`config.mk`:
```
export PLATFORM = sky130hd
export DESIGN_NAME = digit_entry_blink_display_top_flat
export DESIGN_NICKNAME = d
export VERILOG_FILES = /design/src/rtl/core/dbd_pkg.sv /design/src/rtl/core/dbd_in_if.sv /design/src/rtl/core/dbd_out_if.sv /design/src/rtl/core/digit_entry_blink_display_top.sv /design/src/rtl/core/dbd_cfg.sv /design/src/rtl/core/dbd_step.sv /design/src/rtl/core/dbd_weight.sv /design/src/flat_wrapper.sv
export SDC_FILE = /design/constraint.sdc
export NUM_CORES = 1
export LEC_CHECK = 0
export ABC_AREA = 1
export BUFFER_PORTS_ARGS = -buffer_cell sky130_fd_sc_hd__buf_2
export CAP_MARGIN = 25
export CORE_MARGIN = 2
export CORE_UTILIZATION = 45
export DETAILED_ROUTE_END_ITERATION = 10
export PLACE_DENSITY = 0.67
export SYNTH_ARGS = -nofsm -noshare
export SYNTH_HDL_FRONTEND = slang
export SYNTH_SLANG_ARGS = --single-unit
```
`constraint.sdc`:
```
create_clock -name clk -period 16.1 [get_ports clk]
set_input_delay 0.805 -clock clk [delete_from_list [all_inputs] [get_ports clk]]
set_output_delay 0.805 -clock clk [all_outputs]
set_load 0.02 [all_outputs]
```
`src/rtl/core/dbd_pkg.sv`:
```
package dbd_pkg;

    localparam int DIGIT_COUNT = 6;
    localparam int DIGIT_W     = 4;
    localparam int CURSOR_W    = $clog2(DIGIT_COUNT);
    localparam int TIMER_W     = 16;
    localparam int WEIGHT_W    = 17;
    localparam int APB_ADDR_W  = 4;
    localparam int APB_DATA_W  = 32;

    typedef logic [DIGIT_W-1:0]                    digit_t;
    typedef logic [DIGIT_COUNT-1:0][DIGIT_W-1:0]   digit_row_t;
    typedef logic [CURSOR_W-1:0]                   cursor_t;
    typedef logic [DIGIT_COUNT-1:0]                mask_t;
    typedef logic [TIMER_W-1:0]                    timer_t;
    typedef logic [WEIGHT_W-1:0]                   weight_t;

    // register map, byte address 4*index
    typedef enum logic [1:0] {
        REG_BLINK_PERIOD,
        REG_TICK_STEP,
        REG_BLANK_CODE,
        REG_SCALE_MAX
    } reg_idx_t;

    typedef struct packed {
        timer_t blink_period;
        timer_t tick_step;
        digit_t blank_code;
        digit_t scale_max;
    } cfg_t;

    typedef struct packed {
        logic start_edit;
        logic next_position;
        logic increase;
        logic decrease;
        logic done_ok;
        logic done_fail;
    } events_t;

    typedef struct packed {
        digit_row_t digits;
        digit_row_t shown;
        cursor_t    cursor;
        mask_t      mask;
        timer_t     elapsed;
    } edit_state_t;

    localparam cfg_t CFG_RESET = '{
        blink_period: 16'd500,
        tick_step:    16'd50,
        blank_code:   4'd15,
        scale_max:    4'd4
    };

    localparam edit_state_t STATE_RESET = '{
        digits:  (DIGIT_COUNT*DIGIT_W)'(1),
        shown:   '0,
        cursor:  '0,
        mask:    '0,
        elapsed: '0
    };

    localparam cursor_t LAST_POS    = CURSOR_W'(DIGIT_COUNT - 1);
    localparam digit_t  DECIMAL_MAX = 4'd9;
    localparam digit_t  SCALE_MIN   = 4'd1;

    localparam weight_t WEIGHT_10K = 17'd10000;
    localparam weight_t WEIGHT_1K  = 17'd1000;
    localparam weight_t WEIGHT_100 = 17'd100;
    localparam weight_t WEIGHT_10  = 17'd10;

endpackage

```
`src/rtl/core/dbd_in_if.sv`:
```
interface dbd_in_if;
    logic valid;
    logic ready;
    logic start_edit;
    logic next_position;
    logic increase;
    logic decrease;
    logic done_ok;
    logic done_fail;

    modport source (
        output valid, start_edit, next_position, increase, decrease, done_ok, done_fail,
        input  ready
    );
    modport sink (
        input  valid, start_edit, next_position, increase, decrease, done_ok, done_fail,
        output ready
    );
endinterface

```
`src/rtl/core/dbd_out_if.sv`:
```
interface dbd_out_if;
    logic        valid;
    logic        ready;
    logic [3:0]  shown_0;
    logic [3:0]  shown_1;
    logic [3:0]  shown_2;
    logic [3:0]  shown_3;
    logic [3:0]  shown_4;
    logic [3:0]  shown_5;
    logic [3:0]  scale_number;
    logic [16:0] entered_weight;

    modport source (
        output valid, shown_0, shown_1, shown_2, shown_3, shown_4, shown_5,
               scale_number, entered_weight,
        input  ready
    );
    modport sink (
        input  valid, shown_0, shown_1, shown_2, shown_3, shown_4, shown_5,
               scale_number, entered_weight,
        output ready
    );
endinterface

```
`src/rtl/core/digit_entry_blink_display_top.sv`:
```
// channel  dir  modport  payload
// in_ch    in   sink     start_edit next_position increase decrease done_ok done_fail
// out_ch   out  source   shown_0..shown_5 scale_number entered_weight
// apb      in   slave    four registers at byte addresses 0, 4, 8, 12
//
// one word accepted per cycle unless out_ch stalls; a taken word goes into the
// event register, then through the edit logic into the state and result registers
// rst_n clears state asynchronously: scale 1, digits 0, no blink, timer 0
// a stall on out_ch holds the result register; in_ch keeps accepting until the
// event register is also full, so a stall costs no throughput once released
module digit_entry_blink_display_top (
    input  logic                           clk,
    input  logic                           rst_n,
    dbd_in_if.sink                         in_ch,
    dbd_out_if.source                      out_ch,
    input  logic                           psel,
    input  logic                           penable,
    input  logic                           pwrite,
    input  logic [dbd_pkg::APB_ADDR_W-1:0] paddr,
    input  logic [dbd_pkg::APB_DATA_W-1:0] pwdata,
    output logic [dbd_pkg::APB_DATA_W-1:0] prdata,
    output logic                           pready
);

    dbd_pkg::cfg_t        cfg;
    dbd_pkg::edit_state_t state_reg;
    dbd_pkg::edit_state_t state_next;
    dbd_pkg::events_t     ev_reg;
    dbd_pkg::weight_t     weight_next;
    dbd_pkg::digit_row_t  shown_out_reg;
    dbd_pkg::digit_t      scale_out_reg;
    dbd_pkg::weight_t     weight_out_reg;
    logic                 ev_vld_reg;
    logic                 out_vld_reg;
    logic                 advance;
    logic                 in_take;

    // configuration registers, zero wait states
    assign pready = 1'b1;

    dbd_cfg u_cfg (
        .clk     (clk),
        .rst_n   (rst_n),
        .psel    (psel),
        .penable (penable),
        .pwrite  (pwrite),
        .paddr   (paddr),
        .pwdata  (pwdata),
        .prdata  (prdata),
        .cfg     (cfg)
    );

    // handshake: the event word moves on when the result register is free
    assign advance     = ev_vld_reg && (!out_vld_reg || out_ch.ready);
    assign in_ch.ready = !ev_vld_reg || advance;
    assign in_take     = in_ch.valid && in_ch.ready;

    always_ff @(posedge clk or negedge rst_n)
    begin
        if (!rst_n)
        begin
            ev_vld_reg  <= 1'b0;
            out_vld_reg <= 1'b0;
            state_reg   <= dbd_pkg::STATE_RESET;
        end
        else
        begin
            if (in_ch.ready)
            begin
                ev_vld_reg <= in_ch.valid;
            end
            if (advance)
            begin
                out_vld_reg <= 1'b1;
                state_reg   <= state_next;
            end
            else if (out_ch.ready)
            begin
                out_vld_reg <= 1'b0;
            end
        end
    end

    // event word capture
    always_ff @(posedge clk)
    begin
        if (in_take)
        begin
            ev_reg.start_edit    <= in_ch.start_edit;
            ev_reg.next_position <= in_ch.next_position;
            ev_reg.increase      <= in_ch.increase;
            ev_reg.decrease      <= in_ch.decrease;
            ev_reg.done_ok       <= in_ch.done_ok;
            ev_reg.done_fail     <= in_ch.done_fail;
        end
    end

    // edit logic: events in fixed order, then blink refresh and timer
    dbd_step u_step (
        .cur (state_reg),
        .ev  (ev_reg),
        .cfg (cfg),
        .nxt (state_next)
    );

    // decimal weight of positions one to five
    dbd_weight u_weight (
        .digits (state_next.digits),
        .weight (weight_next)
    );

    // result register
    always_ff @(posedge clk)
    begin
        if (advance)
        begin
            shown_out_reg  <= state_next.shown;
            scale_out_reg  <= state_next.digits[0];
            weight_out_reg <= weight_next;
        end
    end

    assign out_ch.valid          = out_vld_reg;
    assign out_ch.shown_0        = shown_out_reg[0];
    assign out_ch.shown_1        = shown_out_reg[1];
    assign out_ch.shown_2        = shown_out_reg[2];
    assign out_ch.shown_3        = shown_out_reg[3];
    assign out_ch.shown_4        = shown_out_reg[4];
    assign out_ch.shown_5        = shown_out_reg[5];
    assign out_ch.scale_number   = scale_out_reg;
    assign out_ch.entered_weight = weight_out_reg;

    // cursor never leaves the display
    a_cursor_range: assert property (@(posedge clk) disable iff (!rst_n)
        state_reg.cursor <= dbd_pkg::LAST_POS)
        else $error("cursor out of range");

    // timer only runs while something blinks
    a_timer_idle: assert property (@(posedge clk) disable iff (!rst_n)
        (state_reg.mask == '0) |-> (state_reg.elapsed == '0))
        else $error("blink timer running with no blink");

    // blink is off, the cursor digit alone, or everything after a failure
    a_mask_shape: assert property (@(posedge clk) disable iff (!rst_n)
        $onehot0(state_reg.mask) || (state_reg.mask == '1))
        else $error("unexpected blink mask");

    // scale never zero, decimal digits stay decimal
    a_digit_range: assert property (@(posedge clk) disable iff (!rst_n)
        (state_reg.digits[0] != '0) &&
        (state_reg.digits[1] <= dbd_pkg::DECIMAL_MAX) &&
        (state_reg.digits[2] <= dbd_pkg::DECIMAL_MAX) &&
        (state_reg.digits[3] <= dbd_pkg::DECIMAL_MAX) &&
        (state_reg.digits[4] <= dbd_pkg::DECIMAL_MAX) &&
        (state_reg.digits[5] <= dbd_pkg::DECIMAL_MAX))
        else $error("digit value out of range");

endmodule

```
`src/rtl/core/dbd_cfg.sv`:
```
module dbd_cfg (
    input  logic                               clk,
    input  logic                               rst_n,
    input  logic                               psel,
    input  logic                               penable,
    input  logic                               pwrite,
    input  logic [dbd_pkg::APB_ADDR_W-1:0]     paddr,
    input  logic [dbd_pkg::APB_DATA_W-1:0]     pwdata,
    output logic [dbd_pkg::APB_DATA_W-1:0]     prdata,
    output dbd_pkg::cfg_t                      cfg
);

    dbd_pkg::cfg_t     cfg_reg;
    dbd_pkg::reg_idx_t sel_idx;
    logic              wr_en;

    assign sel_idx = dbd_pkg::reg_idx_t'(paddr[3:2]);
    assign wr_en   = psel && penable && pwrite;

    always_ff @(posedge clk or negedge rst_n)
    begin
        if (!rst_n)
        begin
            cfg_reg <= dbd_pkg::CFG_RESET;
        end
        else if (wr_en)
        begin
            unique case (sel_idx)
                dbd_pkg::REG_BLINK_PERIOD: cfg_reg.blink_period <= pwdata[15:0];
                dbd_pkg::REG_TICK_STEP:    cfg_reg.tick_step    <= pwdata[15:0];
                dbd_pkg::REG_BLANK_CODE:   cfg_reg.blank_code   <= pwdata[3:0];
                dbd_pkg::REG_SCALE_MAX:    cfg_reg.scale_max    <= pwdata[3:0];
                default:                   cfg_reg              <= cfg_reg;
            endcase
        end
    end

    always_comb
    begin
        unique case (sel_idx)
            dbd_pkg::REG_BLINK_PERIOD: prdata = 32'(cfg_reg.blink_period);
            dbd_pkg::REG_TICK_STEP:    prdata = 32'(cfg_reg.tick_step);
            dbd_pkg::REG_BLANK_CODE:   prdata = 32'(cfg_reg.blank_code);
            dbd_pkg::REG_SCALE_MAX:    prdata = 32'(cfg_reg.scale_max);
            default:                   prdata = '0;
        endcase
    end

    assign cfg = cfg_reg;

endmodule

```
`src/rtl/core/dbd_step.sv`:
```
module dbd_step (
    input  dbd_pkg::edit_state_t cur,
    input  dbd_pkg::events_t     ev,
    input  dbd_pkg::cfg_t        cfg,
    output dbd_pkg::edit_state_t nxt
);

    dbd_pkg::cursor_t    cur_a;
    dbd_pkg::cursor_t    cur_b;
    dbd_pkg::mask_t      mask_a;
    dbd_pkg::mask_t      mask_b;
    dbd_pkg::timer_t     tmr_a;
    dbd_pkg::timer_t     tmr_b;
    dbd_pkg::timer_t     tmr_c;
    dbd_pkg::digit_t     val_cur;
    dbd_pkg::digit_t     val_inc;
    dbd_pkg::digit_t     val_dec;
    dbd_pkg::digit_t     lim_lo;
    dbd_pkg::digit_t     lim_hi;
    dbd_pkg::digit_row_t dig_new;
    dbd_pkg::digit_row_t shown_a;
    dbd_pkg::digit_row_t shown_new;
    logic                toggle;
    logic [dbd_pkg::TIMER_W:0] tmr_sum;

    // cursor moves: start, then next
    always_comb
    begin
        cur_a  = cur.cursor;
        mask_a = cur.mask;
        tmr_a  = cur.elapsed;
        if (ev.start_edit)
        begin
            cur_a  = '0;
            mask_a = dbd_pkg::mask_t'(1);
            tmr_a  = '0;
        end
        cur_b  = cur_a;
        mask_b = mask_a;
        tmr_b  = tmr_a;
        if (ev.next_position)
        begin
            cur_b  = (cur_a >= dbd_pkg::LAST_POS) ? '0 : cur_a + 1'b1;
            mask_b = dbd_pkg::mask_t'(1) << cur_b;
            tmr_b  = '0;
        end
    end

    // value edit under cursor
    always_comb
    begin
        val_cur = cur.digits[cur_b];
        if (cur_b == '0)
        begin
            lim_lo = dbd_pkg::SCALE_MIN;
            lim_hi = (cfg.scale_max == '0) ? dbd_pkg::SCALE_MIN : cfg.scale_max;
        end
        else
        begin
            lim_lo = '0;
            lim_hi = dbd_pkg::DECIMAL_MAX;
        end
        val_inc = val_cur;
        if (ev.increase)
        begin
            val_inc = (val_cur >= lim_hi) ? lim_lo : val_cur + 1'b1;
        end
        val_dec = val_inc;
        if (ev.decrease)
        begin
            val_dec = (val_inc <= lim_lo) ? lim_hi : val_inc - 1'b1;
        end
        dig_new        = cur.digits;
        dig_new[cur_b] = val_dec;
    end

    // ok / fail, then display refresh and blink timer
    always_comb
    begin
        nxt.cursor = cur_b;
        nxt.mask   = mask_b;
        tmr_c      = tmr_b;
        shown_a    = cur.shown;
        if (ev.done_ok)
        begin
            nxt.mask = '0;
            tmr_c    = '0;
        end
        if (ev.done_fail)
        begin
            shown_a[cur_b] = val_dec;
            nxt.mask       = '1;
            tmr_c          = '0;
        end

        toggle = (tmr_c >= cfg.blink_period);
        for (int i = 0; i < dbd_pkg::DIGIT_COUNT; i++)
        begin
            if (nxt.mask[i])
            begin
                if (toggle)
                begin
                    shown_new[i] = (shown_a[i] == cfg.blank_code) ? dig_new[i]
                                                                  : cfg.blank_code;
                end
                else
                begin
                    shown_new[i] = shown_a[i];
                end
            end
            else
            begin
                shown_new[i] = dig_new[i];
            end
        end

        tmr_sum = {1'b0, (toggle ? dbd_pkg::timer_t'(0) : tmr_c)} + {1'b0, cfg.tick_step};
        if (nxt.mask == '0)
        begin
            nxt.elapsed = toggle ? '0 : tmr_c;
        end
        else
        begin
            nxt.elapsed = tmr_sum[dbd_pkg::TIMER_W] ? '1 : tmr_sum[dbd_pkg::TIMER_W-1:0];
        end
        nxt.digits = dig_new;
        nxt.shown  = shown_new;
    end

endmodule

```
`src/rtl/core/dbd_weight.sv`:
```
module dbd_weight (
    input  dbd_pkg::digit_row_t digits,
    output dbd_pkg::weight_t    weight
);

    // constant multiplies reduce to shift-add trees
    assign weight = dbd_pkg::weight_t'(digits[1]) * dbd_pkg::WEIGHT_10K
                  + dbd_pkg::weight_t'(digits[2]) * dbd_pkg::WEIGHT_1K
                  + dbd_pkg::weight_t'(digits[3]) * dbd_pkg::WEIGHT_100
                  + dbd_pkg::weight_t'(digits[4]) * dbd_pkg::WEIGHT_10
                  + dbd_pkg::weight_t'(digits[5]);

endmodule

```
`src/flat_wrapper.sv`:
```
// flat-port wrapper written by rule: the top's interface ports become plain ports
module digit_entry_blink_display_top_flat 
  (clk, rst_n, psel, penable, pwrite, paddr, pwdata, prdata, pready, in_ch_valid, in_ch_start_edit, in_ch_next_position, in_ch_increase, in_ch_decrease, in_ch_done_ok, in_ch_done_fail, in_ch_ready, out_ch_valid, out_ch_shown_0, out_ch_shown_1, out_ch_shown_2, out_ch_shown_3, out_ch_shown_4, out_ch_shown_5, out_ch_scale_number, out_ch_entered_weight, out_ch_ready);
  dbd_in_if in_ch_i ();
  dbd_out_if out_ch_i ();
  input  logic clk;
  input  logic rst_n;
  input  logic psel;
  input  logic penable;
  input  logic pwrite;
  input  logic [dbd_pkg::APB_ADDR_W-1:0] paddr;
  input  logic [dbd_pkg::APB_DATA_W-1:0] pwdata;
  output logic [dbd_pkg::APB_DATA_W-1:0] prdata;
  output logic pready;
  input wire logic [$bits(in_ch_i.valid)-1:0] in_ch_valid;
  input wire logic [$bits(in_ch_i.start_edit)-1:0] in_ch_start_edit;
  input wire logic [$bits(in_ch_i.next_position)-1:0] in_ch_next_position;
  input wire logic [$bits(in_ch_i.increase)-1:0] in_ch_increase;
  input wire logic [$bits(in_ch_i.decrease)-1:0] in_ch_decrease;
  input wire logic [$bits(in_ch_i.done_ok)-1:0] in_ch_done_ok;
  input wire logic [$bits(in_ch_i.done_fail)-1:0] in_ch_done_fail;
  output wire logic [$bits(in_ch_i.ready)-1:0] in_ch_ready;
  output wire logic [$bits(out_ch_i.valid)-1:0] out_ch_valid;
  output wire logic [$bits(out_ch_i.shown_0)-1:0] out_ch_shown_0;
  output wire logic [$bits(out_ch_i.shown_1)-1:0] out_ch_shown_1;
  output wire logic [$bits(out_ch_i.shown_2)-1:0] out_ch_shown_2;
  output wire logic [$bits(out_ch_i.shown_3)-1:0] out_ch_shown_3;
  output wire logic [$bits(out_ch_i.shown_4)-1:0] out_ch_shown_4;
  output wire logic [$bits(out_ch_i.shown_5)-1:0] out_ch_shown_5;
  output wire logic [$bits(out_ch_i.scale_number)-1:0] out_ch_scale_number;
  output wire logic [$bits(out_ch_i.entered_weight)-1:0] out_ch_entered_weight;
  input wire logic [$bits(out_ch_i.ready)-1:0] out_ch_ready;
  assign in_ch_i.valid = in_ch_valid;
  assign in_ch_i.start_edit = in_ch_start_edit;
  assign in_ch_i.next_position = in_ch_next_position;
  assign in_ch_i.increase = in_ch_increase;
  assign in_ch_i.decrease = in_ch_decrease;
  assign in_ch_i.done_ok = in_ch_done_ok;
  assign in_ch_i.done_fail = in_ch_done_fail;
  assign in_ch_ready = in_ch_i.ready;
  assign out_ch_valid = out_ch_i.valid;
  assign out_ch_shown_0 = out_ch_i.shown_0;
  assign out_ch_shown_1 = out_ch_i.shown_1;
  assign out_ch_shown_2 = out_ch_i.shown_2;
  assign out_ch_shown_3 = out_ch_i.shown_3;
  assign out_ch_shown_4 = out_ch_i.shown_4;
  assign out_ch_shown_5 = out_ch_i.shown_5;
  assign out_ch_scale_number = out_ch_i.scale_number;
  assign out_ch_entered_weight = out_ch_i.entered_weight;
  assign out_ch_i.ready = out_ch_ready;
  digit_entry_blink_display_top u_core (.clk(clk), .rst_n(rst_n), .in_ch(in_ch_i), .out_ch(out_ch_i), .psel(psel), .penable(penable), .pwrite(pwrite), .paddr(paddr), .pwdata(pwdata), .prdata(prdata), .pready(pready));
endmodule
```
After elaboration in Yosys (flattened, before gate mapping)
Cells that the tools add are included.
{"block": "classes", "multipliers": 4, "n_reduce_logical": 18, "addsub": 8, "magnitude_cmp": 6, "eq_ne": 9, "shifts": 1, "muxes": 49}
{"operator": "$pmux 32 s4", "n": 1}
{"operator": "$mux 16", "n": 7}
{"operator": "$mux 4", "n": 26}
{"operator": "$bwmux 24", "n": 2}
{"operator": "$eq 4x4->1", "n": 6}
{"operator": "$mux 24", "n": 1}
{"operator": "$mux 6", "n": 4}
{"operator": "$add 16x16->17", "n": 1}
{"operator": "$add 17x11->17", "n": 1}
{"operator": "$add 17x14->17", "n": 1}
{"operator": "$add 17x4->17", "n": 1}
{"operator": "$add 17x8->17", "n": 1}
{"operator": "$ge 16x16->1", "n": 1}
{"operator": "$mul 4x10->13 const B", "n": 1}
{"operator": "$bmux 4 s3", "n": 1}
{"operator": "$demux 4 s3", "n": 1}
{"operator": "$mul 4x7->11 const B", "n": 1}
{"operator": "$mul 4x5->9 const B", "n": 1}
{"operator": "$mux 3", "n": 3}
{"operator": "$reduce_and 2->1", "n": 4}
{"operator": "$mul 4x3->7 const B", "n": 1}
{"operator": "$logic_not 6->1", "n": 1}
{"operator": "$shl 1x3->6 const A", "n": 1}
{"operator": "$logic_and 1x1->1", "n": 5}
{"operator": "17 further kinds", "n": 22}
{"block": "word_totals", "out_inout_bits": 80, "elab_cells": 130, "inputBits": 49, "register_bits": 166}

Longest topological paths before layout
{"block": "logic_depth", "word_depth": 18, "depth_mapped": 56, "ltp_nobuf": 55}

By module
Synthesis repeated with hierarchy kept, for this count alone.
{"block": "unflattened", "hier_cells": 1863, "area_unflattened_um2": 13704.4}
{"mod": "dbd_step", "seq_area_each_um2": 0.0, "area_each_um2": 4688.2, "cells_per_inst": 893, "instances": 1}
{"mod": "digit_entry_blink_display_top", "seq_area_each_um2": 3409.5, "area_each_um2": 4531.8, "cells_per_inst": 380, "instances": 1}
{"mod": "dbd_weight", "seq_area_each_um2": 0.0, "area_each_um2": 2461.1, "cells_per_inst": 327, "instances": 1}
{"mod": "dbd_cfg", "seq_area_each_um2": 1018.5, "area_each_um2": 2023.2, "cells_per_inst": 263, "instances": 1}

Least setup slack after synthesis
OpenSTA, ideal clock, no wires.
{"block": "synth_path", "kind": "register to register", "start": "register u_core.ev_reg[5] (netlist name)", "end": "register u_core.weight_out_reg[16], in the netlist u_core.out_ch.entered_weight[16] (data pin)", "n_path_buf": 2, "arrival_ns": 8.062, "setup_slack_ns": 7.777, "period_less_slack_ns": 8.323, "stages_incl_launch_ff": 53, "t_required_ns": 15.840, "setup_ns": 0.260, "path_cell_list": "edfxtp_1 inv_4 nand2_4 inv_1 ha_1 inv_1 nand3_4 nand2_4 nand2_2 o21ai_4 nor2_1 nand2_1 inv_1 buf_2 nand2_1 ha_1 inv_1 nor2_1 [... 17 more ...] a21oi_1 nand2_1 xnor2_1 inv_1 fa_1 ha_1 ha_1 nand2_1 o21ai_0 nand3_1 nand2_1 a21oi_1 o21bai_1 a21oi_1 nor2_1 nor2_1 xor2_1 xor2_1"}
{"item": "start: declaration", "line_no": "digit_entry_blink_display_top.sv:28", "text": "dbd_pkg::events_t ev_reg;"}
{"item": "end signal: assignment", "line_no": "digit_entry_blink_display_top.sv:119", "text": "weight_out_reg <= weight_next;"}
{"item": "end: declaration", "line_no": "digit_entry_blink_display_top.sv:32", "text": "dbd_pkg::weight_t weight_out_reg;"}

==> impl_metrics.ini <==
[critical_path]
path_buf_inv = 10
cp-start-kind = flip-flop
cp_max_fo = 18
path_common_cell = inv_1
crit_family = adder cells
cp-end-kind = flip-flop
path_class = flip-flop to flip-flop
arrival_ns = 10.21
crit_required_ns = 16.29
slowest_stage = o21ai_1
critPathMaxStageDelay_ns = 0.66

[power_and_ir_drop]
power.density_nw_per_um2 = 259
p_leak_nw = 7.37
finalPower_mw = 3.64
ir_drop_v = 0.000311

[clock_network]
cts.sinks = 166
post_cts_buffers = 0
htree_num_levels = 4
ctsResizeCount = 0
cts_tree = yes
clock_latency_ns = 0.44
cts.path.max_buffers = 2
path_clk_slew_ns = 0.07
cts_hold_buf = 0
cts-root-buf = clkbuf_16
cts-buffers-inserted = 17

[synthesis]
synthArstFlopShare = 0.693
yosysWarnings = 0
synth_edf_count = 51
synth_common_cells = 524 x nand2_1, 238 x inv_1, 149 x o21ai_0
yosys.area.top_type = dfrtp_1
synthCells = 1679
syn_area_per_cell_um2 = 7.62
synth.area.top_cells = dfrtp_1 20%, nand2_1 15%, edfxtp_1 12%, ha_1 10%, inv_1 7.0%
ys.flop_type = dfrtp_1
yosysMostFrequentCell = nand2_1
synth-seq-cells = 166
syn-cell-area_um2 = 12800
ys_types = 57
seq_area_frac_synth = 0.346
synth.top_cell.area_share = 0.196

[status]
outcome = finished clean

[timing]
hold_viol = 0
clock_skew_ns = 0.0133
finalCritPeriodShare = 0.622
slew-limit-headroom = 0.339
drv_slew = 0
setup_viol = 0
setup_tns_ns = 0
clock.fmax_ghz = 0.0998
tightestPinTransition_ns = 0.989
rsz0062_at_grt = false
min_period_ns = 10.02
timing.hold.ws_ns = 0.455

[cells_and_area]
fin_util = 0.506
largest_reg_flops = 73
drive_gt1_frac = 0.123
antenna_cells = 0
syn_to_final_growth_pct = 10.1
nets = 1937
final_area_um2 = 14100

[grt]
grt_first_pass_wirelength_um = 52400
grt-ovfl-total = 0
grt_pass1_vias = 10400
track_usage = 0.216
grt_max_degree = 81
antenna_found_initial = 0

[detailed_routing]
finalWirelength_um = 32000
routedLengthMet1_um = 14700
wl_met3_um = 1880
top_layer = met4
detail-route-antenna-nets = 0
vias = 11200
dr.pass1.iters = 5
drc = 0
drt-initial-drc-count = 704
met2_length_um = 14900
routed_via_density = 5.20
wl_per_cell_um = 14.9

[placed_design]
dp_hpwl_um = 23200
placed_area_um2 = 13500
gp_congestion = 0.898
port_buffers = 93

[floorplan]
die_x_um = 173
initial_core_util = 0.459
core_um2 = 27900
die_h_um = 173
io_pins = 129
placementRows = 61
die_area_um2 = 29800

[min_path]
min_path_type = input port to async pin

[run]
cap_violations = 0
## layout by cell type (no fill, tap or decap), drive strengths merged, types with 2 or more instances in the layout
cell,synthesis,routed
a21boi,8,8
nor3,20,20
clkbuf,28,21
dfstp,15,15
a22oi,3,3
edfxtp,51,51
clkinvlp,0,4
fa,28,28
dfrtp,100,100
a21o,3,3
nand3b,2,2
or2,3,3
nand2,545,545
o21ai,159,159
o22ai,2,2
conb,2,17
o21bai,5,5
o21a,5,5
xnor2,17,17
xor2,24,24
a221oi,3,3
o31ai,2,2
clkinv,2,4
buf,36,106
o221ai,15,15
nand4,12,12
nor2,65,65
inv,247,252
nand3,117,117
ha,105,105
a21oi,47,47
## stage by stage
step | std cells | setup slack [ns]
after global routing | 2146 | 5.44
after CTS | 2145 | 6.14
after floorplan | 1694 | 7.78
final | 2146 | 6.08
after global placement | 2113 | 6.39
after detailed placement | 2113 | 6.17
## worst reg2reg max path: cells and delay by family, from the launching register on
family / cells / cell delay [ns]
compound gates: 8 / 2.09
xor+xnor: 3 / 0.46
fa+ha+maj: 8 / 3.06
buf+inv: 10 / 1.33
flops: 1 / 0.45
simple gates: 19 / 2.42
## power breakdown
| part | leakage, nW | switching (mW) | internal, mW | total, mW |
|---|---|---|---|---|
| Combinational | 5.16 | 1.53 | 0.926 | 2.46 |
| Sequential | 1.95 | 0.0851 | 0.706 | 0.791 |
| Clock | 0.258 | 0.185 | 0.210 | 0.395 |
| Total | 7.37 | 1.80 | 1.84 | 3.64 |
## logic make-up after synthesis
| family | share of synthesized area |
|---|---|
| buffers and inverters | 0.102 |
| xor gates and xnor gates | 0.0281 |
| AOI/OAI and AO/OA | 0.114 |
| DFF | 0.346 |
| and+or+nand+nor | 0.263 |
| adders and majority gates | 0.147 |
| other | 0.000587 |
## metal layers
metal / up-vias / global-route usage
met5: - / 0
met4: 0 / 0.0570
met3: 44 / 0.0363
met2: 310 / 0.358
met1: 5267 / 0.295
li1: 5536 / -
## final cells by class
cell class,instances,area (um^2)
clock buffer,21,462
clock inverter,11,90.1
fill,2670,13800
inverter,249,945
multi-input combinational,1215,7120
sequential,166,4430
tap,378,473
timing repair buffer,106,566
## worst paths after layout
path / startpoint / endpoint / slack [ns] / cells after the start
min in group clk: u_core.state_reg[30] / u_core.state_reg[30] / 0.48 / 2
min reg2reg: u_core.state_reg[30] / u_core.state_reg[30] / 0.48 / 2
max reg2reg: u_core.ev_reg[5] / u_core.out_ch.entered_weight[16] / 6.08 / 48
max: u_core.ev_reg[5] / u_core.out_ch.entered_weight[16] / 6.08 / 48
max in group asynchronous: rst_n / u_core.state_reg[65] / 14.34 / 2
min: rst_n / u_core.state_reg[35] / 0.46 / 1
(Power assumes the default switching activity.)
